`config.mk`:
```
export PLATFORM = sky130hd
export DESIGN_NAME = wav_header_checker_core
export DESIGN_NICKNAME = d
export VERILOG_FILES = /design/src/rtl/wavhc_pkg.sv /design/src/rtl/wavhc_field_check.sv /design/src/rtl/wavhc_parser.sv /design/src/rtl/wavhc_out_reg.sv /design/src/rtl/wav_header_checker_core.sv
export SDC_FILE = /design/constraint.sdc
export NUM_CORES = 1
export LEC_CHECK = 0
export ABC_AREA = 1
export BUFFER_PORTS_ARGS = -buffer_cell sky130_fd_sc_hd__buf_4
export CORE_MARGIN = 8
export CORE_UTILIZATION = 30
export CTS_CLUSTER_DIAMETER = 120
export DETAILED_ROUTE_END_ITERATION = 10
export HOLD_SLACK_MARGIN = 0.03
export PLACE_DENSITY = 0.45
export SLEW_MARGIN = 20
export SYNTH_ARGS = -nofsm -noshare
export SYNTH_HDL_FRONTEND = slang
export SYNTH_SLANG_ARGS = --single-unit
```
`constraint.sdc`:
```
create_clock -name aclk -period 3.77 [get_ports aclk]
set_input_delay 0.1885 -clock aclk [delete_from_list [all_inputs] [get_ports aclk]]
set_output_delay 0.1885 -clock aclk [all_outputs]
set_load 0.01 [all_outputs]
```
`src/rtl/wavhc_pkg.sv`:
```
`timescale 1ns / 1ps
// ----------------------------------------------------------------------------
// wavhc_pkg
// Shared types, header constants and the field table of the RIFF/WAVE
// header checker.
// ----------------------------------------------------------------------------
package wavhc_pkg;

    // Default greatest junk chunk size in bytes
    localparam int JUNK_MAX_DEF = 4096;

    // Reset value of the payload length limit
    localparam logic [30:0] MAX_LEN_RESET = 31'd79380000;

    // Last entry of the field table; the index stops here
    localparam logic [3:0] FIELD_LAST = 4'd15;

    // Expected format values
    localparam int FMT_SIZE    = 18;
    localparam int FMT_PCM     = 1;
    localparam int CHANNELS    = 2;
    localparam int SAMPLE_RATE = 44100;
    localparam int BITS        = 16;
    localparam int BYTE_RATE   = SAMPLE_RATE * CHANNELS * BITS / 8;
    localparam int BLOCK_ALIGN = CHANNELS * BITS / 8;

    // Chunk tags, little-endian
    localparam logic [31:0] TAG_RIFF = 32'h4646_4952;
    localparam logic [31:0] TAG_WAVE = 32'h4556_4157;
    localparam logic [31:0] TAG_FMT  = 32'h2074_6D66;
    localparam logic [31:0] TAG_JUNK = 32'h4B4E_554A;
    localparam logic [31:0] TAG_DATA = 32'h6174_6164;

    typedef enum logic [1:0] {
        ST_HDR  = 2'd0,
        ST_PAY  = 2'd1,
        ST_DONE = 2'd2,
        ST_ERR  = 2'd3
    } status_t;

    typedef enum logic [3:0] {
        ERR_NONE        = 4'd0,
        ERR_RIFF_TAG    = 4'd1,
        ERR_FILE_SIZE   = 4'd2,
        ERR_WAVE_TAG    = 4'd3,
        ERR_FMT_TAG     = 4'd4,
        ERR_FMT_SIZE    = 4'd5,
        ERR_FORMAT      = 4'd6,
        ERR_CHANNELS    = 4'd7,
        ERR_RATE        = 4'd8,
        ERR_BYTE_RATE   = 4'd9,
        ERR_BLOCK_ALIGN = 4'd10,
        ERR_BITS        = 4'd11,
        ERR_JUNK_TAG    = 4'd12,
        ERR_JUNK_SIZE   = 4'd13,
        ERR_DATA_TAG    = 4'd14,
        ERR_DATA_LEN    = 4'd15
    } err_t;

    typedef enum logic [2:0] {
        KIND_EQ     = 3'd0,
        KIND_NONNEG = 3'd1,
        KIND_NONE   = 3'd2,
        KIND_JUNK   = 3'd3,
        KIND_LEN    = 3'd4
    } kind_t;

    typedef struct packed {
        logic        long_field;   // 4 bytes when set, else 2
        kind_t       kind;
        err_t        code;
        logic [31:0] expect_val;
    } field_desc_t;

    typedef struct packed {
        logic  long_field;
        kind_t kind;
        err_t  code;
        logic  ok;
    } field_chk_t;

    typedef struct packed {
        status_t     status;
        err_t        error_code;
        logic [7:0]  payload_byte;
        logic [30:0] data_length;
        logic        last;
    } result_t;

    // Header field table in file order
    function automatic field_desc_t field_desc(input logic [3:0] idx);
        field_desc_t d;
        unique case (idx)
            4'd0:  d = '{1'b1, KIND_EQ,     ERR_RIFF_TAG,    TAG_RIFF};
            4'd1:  d = '{1'b1, KIND_NONNEG, ERR_FILE_SIZE,   32'd0};
            4'd2:  d = '{1'b1, KIND_EQ,     ERR_WAVE_TAG,    TAG_WAVE};
            4'd3:  d = '{1'b1, KIND_EQ,     ERR_FMT_TAG,     TAG_FMT};
            4'd4:  d = '{1'b1, KIND_EQ,     ERR_FMT_SIZE,    32'(FMT_SIZE)};
            4'd5:  d = '{1'b0, KIND_EQ,     ERR_FORMAT,      32'(FMT_PCM)};
            4'd6:  d = '{1'b0, KIND_EQ,     ERR_CHANNELS,    32'(CHANNELS)};
            4'd7:  d = '{1'b1, KIND_EQ,     ERR_RATE,        32'(SAMPLE_RATE)};
            4'd8:  d = '{1'b1, KIND_EQ,     ERR_BYTE_RATE,   32'(BYTE_RATE)};
            4'd9:  d = '{1'b0, KIND_EQ,     ERR_BLOCK_ALIGN, 32'(BLOCK_ALIGN)};
            4'd10: d = '{1'b0, KIND_EQ,     ERR_BITS,        32'(BITS)};
            4'd11: d = '{1'b0, KIND_NONE,   ERR_NONE,        32'd0};
            4'd12: d = '{1'b1, KIND_EQ,     ERR_JUNK_TAG,    TAG_JUNK};
            4'd13: d = '{1'b1, KIND_JUNK,   ERR_JUNK_SIZE,   32'd0};
            4'd14: d = '{1'b1, KIND_EQ,     ERR_DATA_TAG,    TAG_DATA};
            4'd15: d = '{1'b1, KIND_LEN,    ERR_DATA_LEN,    32'd0};
        endcase
        return d;
    endfunction

endpackage

```
`src/rtl/wavhc_field_check.sv`:
```
`timescale 1ns / 1ps
// ----------------------------------------------------------------------------
// wavhc_field_check
// Looks up one header field and tests its assembled value.
// ----------------------------------------------------------------------------
module wavhc_field_check #(
    parameter int JUNK_MAX = wavhc_pkg::JUNK_MAX_DEF
) (
    input  logic [3:0]             field_index,
    input  logic [31:0]            value,
    input  logic [30:0]            max_len,
    output wavhc_pkg::field_chk_t  chk
);

    wavhc_pkg::field_desc_t desc;
    logic                   neg;

    assign desc = wavhc_pkg::field_desc(field_index);
    assign neg  = value[31];

    // Test the value against the rule of its field
    always_comb begin
        chk.long_field = desc.long_field;
        chk.kind       = desc.kind;
        chk.code       = desc.code;
        unique case (desc.kind)
            wavhc_pkg::KIND_EQ:     chk.ok = (value == desc.expect_val);
            wavhc_pkg::KIND_NONNEG: chk.ok = !neg;
            wavhc_pkg::KIND_JUNK:   chk.ok = !neg && (value <= 32'(JUNK_MAX));
            wavhc_pkg::KIND_LEN:    chk.ok = !neg && (value[30:0] <= max_len);
            wavhc_pkg::KIND_NONE:   chk.ok = 1'b1;
            default:                chk.ok = 1'b1;
        endcase
    end

endmodule

```
`src/rtl/wavhc_parser.sv`:
```
`timescale 1ns / 1ps
// ----------------------------------------------------------------------------
// wavhc_parser
// Parse state and per-byte result logic; state advances on each accepted item.
// ----------------------------------------------------------------------------
module wavhc_parser #(
    parameter int JUNK_MAX = wavhc_pkg::JUNK_MAX_DEF
) (
    input  logic                aclk,
    input  logic                aresetn,
    input  logic                accept,
    input  logic [7:0]          byte_in,
    input  logic                start_req,
    input  logic [30:0]         max_len,
    output wavhc_pkg::result_t  res
);

    localparam int JW = $clog2(JUNK_MAX + 2);

    typedef enum logic [2:0] {
        PH_HDR,
        PH_JUNK,
        PH_PAY,
        PH_DONE,
        PH_ERR
    } phase_t;

    phase_t            phase_reg, phase_next, cur_phase;
    logic [3:0]        field_idx_reg, field_idx_next, cur_field_idx;
    logic [1:0]        offset_reg, offset_next, cur_offset;
    logic [31:0]       shift_reg, shift_next, cur_shift;
    logic [JW-1:0]     junk_reg, junk_next, cur_junk;
    logic [30:0]       pay_reg, pay_next, cur_pay;
    logic [30:0]       decl_reg, decl_next, cur_decl;
    wavhc_pkg::err_t   err_reg, err_next, cur_err;

    logic [31:0]            value;
    logic                   last_byte;
    wavhc_pkg::field_chk_t  chk;

    // Restart clears the parse state ahead of this item
    always_comb begin
        if (start_req) begin
            cur_phase     = PH_HDR;
            cur_field_idx = '0;
            cur_offset    = '0;
            cur_shift     = '0;
            cur_junk      = '0;
            cur_pay       = '0;
            cur_decl      = '0;
            cur_err       = wavhc_pkg::ERR_NONE;
        end else begin
            cur_phase     = phase_reg;
            cur_field_idx = field_idx_reg;
            cur_offset    = offset_reg;
            cur_shift     = shift_reg;
            cur_junk      = junk_reg;
            cur_pay       = pay_reg;
            cur_decl      = decl_reg;
            cur_err       = err_reg;
        end
    end

    // Merge the byte into the field, little-endian
    assign value = cur_shift | ({24'd0, byte_in} << {cur_offset, 3'b000});

    wavhc_field_check #(
        .JUNK_MAX(JUNK_MAX)
    ) u_check (
        .field_index(cur_field_idx),
        .value      (value),
        .max_len    (max_len),
        .chk        (chk)
    );

    assign last_byte = chk.long_field ? (cur_offset == 2'd3) : (cur_offset == 2'd1);

    // Next state and result for this item
    always_comb begin
        phase_next     = cur_phase;
        field_idx_next = cur_field_idx;
        offset_next    = cur_offset;
        shift_next     = cur_shift;
        junk_next      = cur_junk;
        pay_next       = cur_pay;
        decl_next      = cur_decl;
        err_next       = cur_err;

        res.status       = wavhc_pkg::ST_HDR;
        res.error_code   = wavhc_pkg::ERR_NONE;
        res.payload_byte = '0;
        res.last         = 1'b0;

        unique case (cur_phase)
            PH_HDR: begin
                if (!last_byte) begin
                    shift_next  = value;
                    offset_next = cur_offset + 2'd1;
                end else begin
                    shift_next  = '0;
                    offset_next = '0;
                    if (!chk.ok) begin
                        err_next       = chk.code;
                        phase_next     = PH_ERR;
                        res.status     = wavhc_pkg::ST_ERR;
                        res.error_code = chk.code;
                    end else begin
                        if (chk.kind == wavhc_pkg::KIND_JUNK) begin
                            junk_next = value[JW-1:0];
                            if (value != 32'd0) begin
                                phase_next = PH_JUNK;
                            end
                        end else if (chk.kind == wavhc_pkg::KIND_LEN) begin
                            decl_next  = value[30:0];
                            pay_next   = value[30:0];
                            phase_next = (value[30:0] != 31'd0) ? PH_PAY : PH_DONE;
                        end
                        if (cur_field_idx != wavhc_pkg::FIELD_LAST) begin
                            field_idx_next = cur_field_idx + 4'd1;
                        end
                    end
                end
            end
            PH_JUNK: begin
                // skip junk bytes, then back to the header
                junk_next = cur_junk - JW'(1);
                if (cur_junk == JW'(1)) begin
                    phase_next = PH_HDR;
                end
            end
            PH_PAY: begin
                res.status       = wavhc_pkg::ST_PAY;
                res.payload_byte = byte_in;
                pay_next         = cur_pay - 31'd1;
                if (cur_pay == 31'd1) begin
                    res.last   = 1'b1;
                    phase_next = PH_DONE;
                end
            end
            PH_DONE: begin
                res.status = wavhc_pkg::ST_DONE;
            end
            PH_ERR: begin
                res.status     = wavhc_pkg::ST_ERR;
                res.error_code = cur_err;
            end
            default: begin
                res.status     = wavhc_pkg::ST_ERR;
                res.error_code = cur_err;
            end
        endcase

        res.data_length = decl_next;
    end

    // Advance parse state on each accepted item
    always_ff @(posedge aclk) begin
        if (!aresetn) begin
            phase_reg     <= PH_HDR;
            field_idx_reg <= '0;
            offset_reg    <= '0;
            shift_reg     <= '0;
            junk_reg      <= '0;
            pay_reg       <= '0;
            decl_reg      <= '0;
            err_reg       <= wavhc_pkg::ERR_NONE;
        end else if (accept) begin
            phase_reg     <= phase_next;
            field_idx_reg <= field_idx_next;
            offset_reg    <= offset_next;
            shift_reg     <= shift_next;
            junk_reg      <= junk_next;
            pay_reg       <= pay_next;
            decl_reg      <= decl_next;
            err_reg       <= err_next;
        end
    end

endmodule

```
`src/rtl/wavhc_out_reg.sv`:
```
`timescale 1ns / 1ps
// ----------------------------------------------------------------------------
// wavhc_out_reg
// Result register; takes a new item whenever empty or being drained.
// ----------------------------------------------------------------------------
module wavhc_out_reg (
    input  logic                aclk,
    input  logic                aresetn,
    input  logic                in_valid,
    input  wavhc_pkg::result_t  in_res,
    output logic                in_ready,
    output logic                out_valid,
    input  logic                out_ready,
    output wavhc_pkg::result_t  out_res
);

    logic                valid_reg;
    wavhc_pkg::result_t  res_reg;

    assign in_ready  = !valid_reg || out_ready;
    assign out_valid = valid_reg;
    assign out_res   = res_reg;

    // Track occupancy
    always_ff @(posedge aclk) begin
        if (!aresetn) begin
            valid_reg <= 1'b0;
        end else if (in_valid && in_ready) begin
            valid_reg <= 1'b1;
        end else if (out_ready) begin
            valid_reg <= 1'b0;
        end
    end

    // Load result on accept
    always_ff @(posedge aclk) begin
        if (in_valid && in_ready) begin
            res_reg <= in_res;
        end
    end

endmodule

```
`src/rtl/wav_header_checker_core.sv`:
```
`timescale 1ns / 1ps
// An accepted item's result is registered and is on m_tvalid the next cycle.
// Throughput: one item per cycle unless m_tready stalls; set by the single
//   result register, taking a new item in the same cycle the last drains.
// Reset: aresetn low clears the parse state (waiting for a RIFF tag), empties
//   the result register and sets the payload length limit to 79380000.
// ----------------------------------------------------------------------------
// wav_header_checker_core
// Byte-serial RIFF/WAVE header checker with payload pass-through.
// ----------------------------------------------------------------------------
module wav_header_checker_core #(
    parameter int JUNK_MAX = wavhc_pkg::JUNK_MAX_DEF
) (
    input  logic        aclk,
    input  logic        aresetn,
    input  logic        s_tvalid,
    output logic        s_tready,
    input  logic [7:0]  s_tdata,     // [7:0] byte_in
    input  logic        s_tuser,     // [0] start_req
    output logic        m_tvalid,
    input  logic        m_tready,
    output logic [47:0] m_tdata,     // [3:0] error_code, [11:4] payload_byte,
                                     // [42:12] data_length, [47:43] zero
    output logic [1:0]  m_tuser,     // [1:0] status
    output logic        m_tlast,     // last_payload
    input  logic        cfg_wr_en,
    input  logic [30:0] cfg_wr_data  // max_audio_length
);

    logic                accept;
    logic [30:0]         max_len_reg;
    wavhc_pkg::result_t  res_new;
    wavhc_pkg::result_t  res_out;

    assign accept = s_tvalid && s_tready;

    // Hold the payload length limit
    always_ff @(posedge aclk) begin
        if (!aresetn) begin
            max_len_reg <= wavhc_pkg::MAX_LEN_RESET;
        end else if (cfg_wr_en) begin
            max_len_reg <= cfg_wr_data;
        end
    end

    wavhc_parser #(
        .JUNK_MAX(JUNK_MAX)
    ) u_parser (
        .aclk     (aclk),
        .aresetn  (aresetn),
        .accept   (accept),
        .byte_in  (s_tdata),
        .start_req(s_tuser),
        .max_len  (max_len_reg),
        .res      (res_new)
    );

    wavhc_out_reg u_out (
        .aclk     (aclk),
        .aresetn  (aresetn),
        .in_valid (s_tvalid),
        .in_res   (res_new),
        .in_ready (s_tready),
        .out_valid(m_tvalid),
        .out_ready(m_tready),
        .out_res  (res_out)
    );

    // Pack the result item
    assign m_tdata = {5'd0, res_out.data_length, res_out.payload_byte, res_out.error_code};
    assign m_tuser = res_out.status;
    assign m_tlast = res_out.last;

`ifndef ASSERT_OFF
    // Last marker only on a payload byte
    a_last_is_payload: assert property (@(posedge aclk) disable iff (!aresetn)
        m_tvalid && m_tlast |-> m_tuser == wavhc_pkg::ST_PAY)
        else $error("last marker outside payload");

    // Error code nonzero exactly when status reports an error
    a_code_matches_status: assert property (@(posedge aclk) disable iff (!aresetn)
        m_tvalid |-> ((m_tuser == wavhc_pkg::ST_ERR) == (m_tdata[3:0] != 4'd0)))
        else $error("error code does not match status");

    // Payload byte is zero outside the payload
    a_payload_zero: assert property (@(posedge aclk) disable iff (!aresetn)
        m_tvalid && m_tuser != wavhc_pkg::ST_PAY |-> m_tdata[11:4] == 8'd0)
        else $error("payload byte set outside payload");

    // An empty result register always takes an item
    a_ready_when_empty: assert property (@(posedge aclk) disable iff (!aresetn)
        !m_tvalid |-> s_tready)
        else $error("input stalled with empty result register");
`endif

endmodule

```
# Word-level counts from Yosys, hierarchy flattened
# Memory sizes are Yosys's and may differ from the RTL's.
# Index checks and enable logic that the tools add are counted.
# op_classes
add_sub_neg	4
mul	0
div_mod_pow	0
n_lt_le_gt_ge	2
eq_ne	12
shift	1
n_mux	51
n_bitwise	1
reduce_logical	12
# op_table
op	n
$mux 31	11
$mux 32	3
$pmux 31 s2	1
$mux 13	4
$mux 4	9
$eq 32x32->1	1
$le 32x13->1 const B	1
$or 32x32->32	1
$reduce_bool 32->1	1
$shl 8x5->32	1
$eq 31x1->1 const B	1
$le 31x31->1	1
$reduce_bool 31->1	1
$sub 31x1->31 const B	1
$pmux 13 s2	1
$mux 3	8
$eq 13x1->1 const B	1
$sub 13x1->13 const B	1
$mux 6	2
$eq 3x2->1 const B	3
$pmux 3 s3	1
$pmux 2 s4	1
$pmux 4 s2	1
$eq 3x1->1 const B	2
other kinds (15)	25
# word_totals
reg_bits	198
latch_bits	0
ramBits	0
romBits	544
inputBits	45
output_inout_bits	53
word_cells	99
n_memories	1
# mem_list
memory	words	width	read_ports	rd_ports_with_merged_regs	wr	line	source
(no name shown)	16	34	1	0	0	wavhc_pkg.sv:93	unique case (idx)

# Logic depth before layout (Yosys ltp)
# logic_depth
depth_word	10
mapped_depth	29
ltp_nobuf	26

# Cells and area by module
# A second synthesis with hierarchy kept.
# unflattened
hier_cells	1919
area_unflattened_um2	12644.6
# by_module_without_submodules
mod	n_inst	cells_each	area_per_inst_um2	seq_area_each_um2
wavhc_parser	1	1308	8036.5	2402.3
wavhc_field_check	1	379	1898.1	0.0
wavhc_out_reg	1	53	1432.6	1401.3
wav_header_checker_core	1	179	1277.5	620.6

# Worst setup path before layout
# Ideal clock, no wire load.
# synth_timing
path_kind	register -> register
from	register u_out.valid_reg, in the netlist u_out.out_valid
to	register u_parser.junk_reg[4]
setup_ps	224
arrival_time_ps	2706
t_required_ps	3546
setup_slack_ps	840
stages_incl_launch_ff	7
n_path_buf	2
synth_period_minus_slack_ps	2930
cell_sequence	dfxtp_1 nand2_1 nand2_1 clkinv_1 clkbuf_1 buf_1 a41oi_1
# synth_via
elab_chain_len	3
# synth_lines
element	line	source
start, declared	wavhc_out_reg.sv:17	logic valid_reg;
start signal, assigned	wavhc_out_reg.sv:27	valid_reg <= 1'b0;
start signal, assigned	wavhc_out_reg.sv:29	valid_reg <= 1'b1;
start signal, assigned	wavhc_out_reg.sv:31	valid_reg <= 1'b0;
$logic_not 1->1	wavhc_out_reg.sv:20	assign in_ready = !valid_reg || out_ready;
$logic_or 1x1->1	wavhc_out_reg.sv:20	
named net s_tready	wav_header_checker_core.sv:17	output logic s_tready,
$logic_and 1x1->1	wav_header_checker_core.sv:35	assign accept = s_tvalid && s_tready;
named net accept	wav_header_checker_core.sv:30	logic accept;
end signal, assigned	wavhc_parser.sv:172	junk_reg <= junk_next;
end, declared	wavhc_parser.sv:32	logic [JW-1:0] junk_reg, junk_next, cur_junk;
# The timed path passes the listed nets, and every way through them passes these cells.
# A chain may end at the register's enable or synchronous reset.

# Final worst setup path
# layout_timing
from	register u_parser.offset_reg[0]
to	register u_parser.decl_reg[5]
# layout_via
elab_chain_len	9
elab_cells_between_ends	18
classes_between	order compare: 2; eq/ne: 3; shift: 1; mux: 8; bitwise: 1; reduce/logical: 3
# layout_lines
element	line	source
start, declared	wavhc_parser.sv:30	logic [1:0] offset_reg, offset_next, cur_offset;
start signal, assigned	wavhc_parser.sv:170	offset_reg <= offset_next;
$mux 2 *	wavhc_parser.sv:43	if (start_req) begin
$shl 8x5->32	wavhc_parser.sv:65	assign value = cur_shift | ({24'd0, byte_in} << {cur_offset, 3'b000});
$or 32x32->32	wavhc_parser.sv:65	
$le 32x13->1, or another cell as far along	wavhc_field_check.sv:29	wavhc_pkg::KIND_JUNK: chk.ok = !neg && (value <= 32'(JUNK_MAX));
$logic_and 1x1->1 (on tied branches)	wavhc_field_check.sv:29, wavhc_field_check.sv:30	
$pmux 1 s4	wavhc_field_check.sv:26	unique case (desc.kind)
$mux 31	wavhc_parser.sv:102	if (!chk.ok) begin
$mux 31 *	wavhc_parser.sv:96	if (!last_byte) begin
$mux 31 *	wavhc_parser.sv:94	unique case (cur_phase)
end signal, assigned	wavhc_parser.sv:174	decl_reg <= decl_next;
end, declared	wavhc_parser.sv:34	logic [30:0] decl_reg, decl_next, cur_decl;
# Mark *: on every way between the ends. The rest lies on a longest branch, timed or not.

==> run metrics <==
status=completed; Worst path most repeated cell=nand2_1; clock tree buffer depth=2; worst setup margin=0.3094 ns; Leak=0.007308 uW; die area=49430 um2; cts bufs inserted=17; met2 WL=23.37 mm; post-route cell area=15140 um2; first-pass GRT wire length=75.48 mm; Cell variety after synth=55; Final min period=3.461 ns; # setup viols final=0; Routed Antenna Nets=0; CTS tree=done; NumNets Final=2173; global-route total usage across every layer=19.50%; PD cells=349.2 nW/um2; Vias=13386; Total Wirelength=49.43 mm; Max Fclk=289.0 MHz; EDFF count, synth=46; Port Buffer Count=92; Worst Skew=0.01216 ns; peak fanout along the critical path=26; Iteration-0 DRC Markers=962; total grt overflow=0; FF-to-FF End=u_parser.decl_reg[5]; area post-placement=14270 um2; CP max stage delay=0.43 ns; top_reg_cell synth=dfxtp_1; Ports=98; clk sinks=198; Design Power=5287 uW; RSZ-0062 raised after global routing=false; Post-CTS Setup Inserts=0; post-DR wirelength/cell=18.76 um; R2R cell count=21; Crit. End Element=flip-flop; Clock Latency Late Sink=0.47 ns; Post-route DRC=0; core area=41950 um2; dpl hpwl=36.28 mm; CTS HTree Levels=4; placer congestion estimate=0.9604; met1 wire length=22.88 mm; Multi-input gate area=6955 um2; Rows=75; max reg flops=46; Mean Syn Cell Area=6.497 um2; Hold Startpoint=cfg_wr_data[28]; vias in the first global route=12494; Pins Over Slew Limit=0; Initial Util=30.45%; Arr. time, crit path=3.88 ns; hold depth=3; initial antenna violation count=0; Final Cycle Share=91.79%; share of layout cells above drive strength 1=12.07%; Worst-path clk slew=0.08 ns; synthesized instance count=1966; Hold EP=max_len_reg[28]; synth warn=0; DR WL met3=2.467 mm; clock tree root driver cell=clkbuf_16; Die W=222.3 um; Fill cells=4561; Final Hold Fails=0; Highest Signal Layer=met4; Worst-Margin Slew=1.018 ns; FF+latch area=4424 um2; Crit Path Category=reg -> reg; FFs w/ async S/R, synth=0%; sequential fraction of the synthesis area=34.64%; most common cell after layout, fill and taps aside=nand2_1; largest net degree at the start of global routing=72; Area growth syn-to-layout=18.52%; Hold WC Path Type=in -> reg; Slew HR=32.09%; dpl ws=0.06529 ns; Fin Setup TNS=0 ns; crit start category=flip-flop; Required @ worst endpoint=4.19 ns; minimum hold slack=0.05839 ns; slowest CP cell=dfxtp_1; Vias/cell=5.080; R2R Setup Slk=0.31 ns; Mapped Area=12770 um2; r2r startpoint=u_parser.offset_reg[0]; Max-cap violations=0; Cell Chain, Critical Path=nand2_2, buf_4, o21ai_1, ha_1, nand2_1, a21oi_1, nor2_1, nand2_1, nand4_1, nand3_1, nand2_1, nand2_1, nand2_1, nand2_1, nand2_4, nand3_2, inv_4, nand2_1, nand3_1, nand2_1, inv_1; Die Y=222.3 um; maximum VDD drop=251.7 uV; most frequent cells in the layout=nand2_1 (466), nor2_1 (237), inv_1 (236); diodes inserted=0; #FFs+latches synth=198; router iterations before antenna repair=5
synthesized netlist by cell type, types with 7 or more instances:
cell type,n,area share (%)
nand4_1,22,1.1
buf_1,9,0.26
clkbuf_1,58,1.7
o21ai_0,164,6.4
buf_2,18,0.71
o211ai_1,23,1.4
inv_2,16,0.47
ha_1,45,4.4
nand2_2,7,0.34
nor3_1,12,0.47
inv_1,236,6.9
dfxtp_1,152,24
buf_4,10,0.59
o21ai_1,13,0.51
nand2_1,467,14
edfxtp_1,46,11
xor2_1,10,0.69
nor2_1,239,7.0
o22ai_1,7,0.34
nand3_1,155,6.1
a21oi_1,169,6.6
a31oi_1,18,0.88
report_power, final:
part           switching [uW]  internal (uW)  total, uW
combinational             712            364       1080
sequential               53.1           2300       2350
clock                     982            879       1860
final cells by class:
type	count	share of cell area, %
Tap cell	539	4.455
Clock buffer	18	2.835
Multi-Input combinational cell	1417	45.95
Timing Repair Buffer	194	10.27
Inverter	255	6.389
Clock inverter	14	0.8761
Sequential cell	198	29.23
worst max-delay path: cells and delay by family, from the launching register on:
family	cells	cell delay [ns]
buf+inv	3	0.53
fa+ha+maj	1	0.36
simple gates	15	1.63
flops	1	0.43
compound gates	2	0.45
metrics by stage:
step / util (%) / std cells
after floorplan: - / 1970
after global placement: 34.03 / 2575
after detailed placement: 34.03 / 2575
after CTS: 36.03 / 2635
after global routing: 36.09 / 2635
final: 36.09 / 2635
worst max path at each step:
stage	from	endpoint	cells past startpoint
3_5_place_dp	s_tuser	u_out.out_res[27]	23
5_1_grt	u_parser.offset_reg[1]	u_parser.err_reg[0]	24
3_3_place_gp	s_tuser	u_out.out_res[27]	23
6_report	u_parser.offset_reg[0]	u_parser.decl_reg[5]	21
4_1_cts	u_parser.offset_reg[0]	u_out.out_res[27]	21
2_1_floorplan	u_out.out_valid	u_parser.junk_reg[4]	6
logic make-up (layout without fill, tap and decap cells):
logic type,Yosys count,count (layout),share of synthesized area (%)
and+or+nand+nor,932,932,30.70
xor gates and xnor gates,12,12,0.8229
other,1,5,0.02936
adders and majority gates,45,45,4.408
buffers and inverters,355,481,11.22
AOI/OAI and AO/OA,423,423,18.18
DFF,198,198,34.64
per-layer routing:
| metal | global-route usage, % | up-vias |
|---|---|---|
| li1 | - | 6644 |
| met4 | 4.291 | 0 |
| met2 | 32.84 | 356 |
| met5 | 0 | - |
| met1 | 25.94 | 6347 |
| met3 | 3.214 | 39 |
what timing repair did:
item,4_1_cts,5_1_grt
endpoints found under the setup margin,0,79
hold endpoints to repair,28,0
hold buffers,28,0
resized for setup,0,8
(Power assumes the default switching activity.)
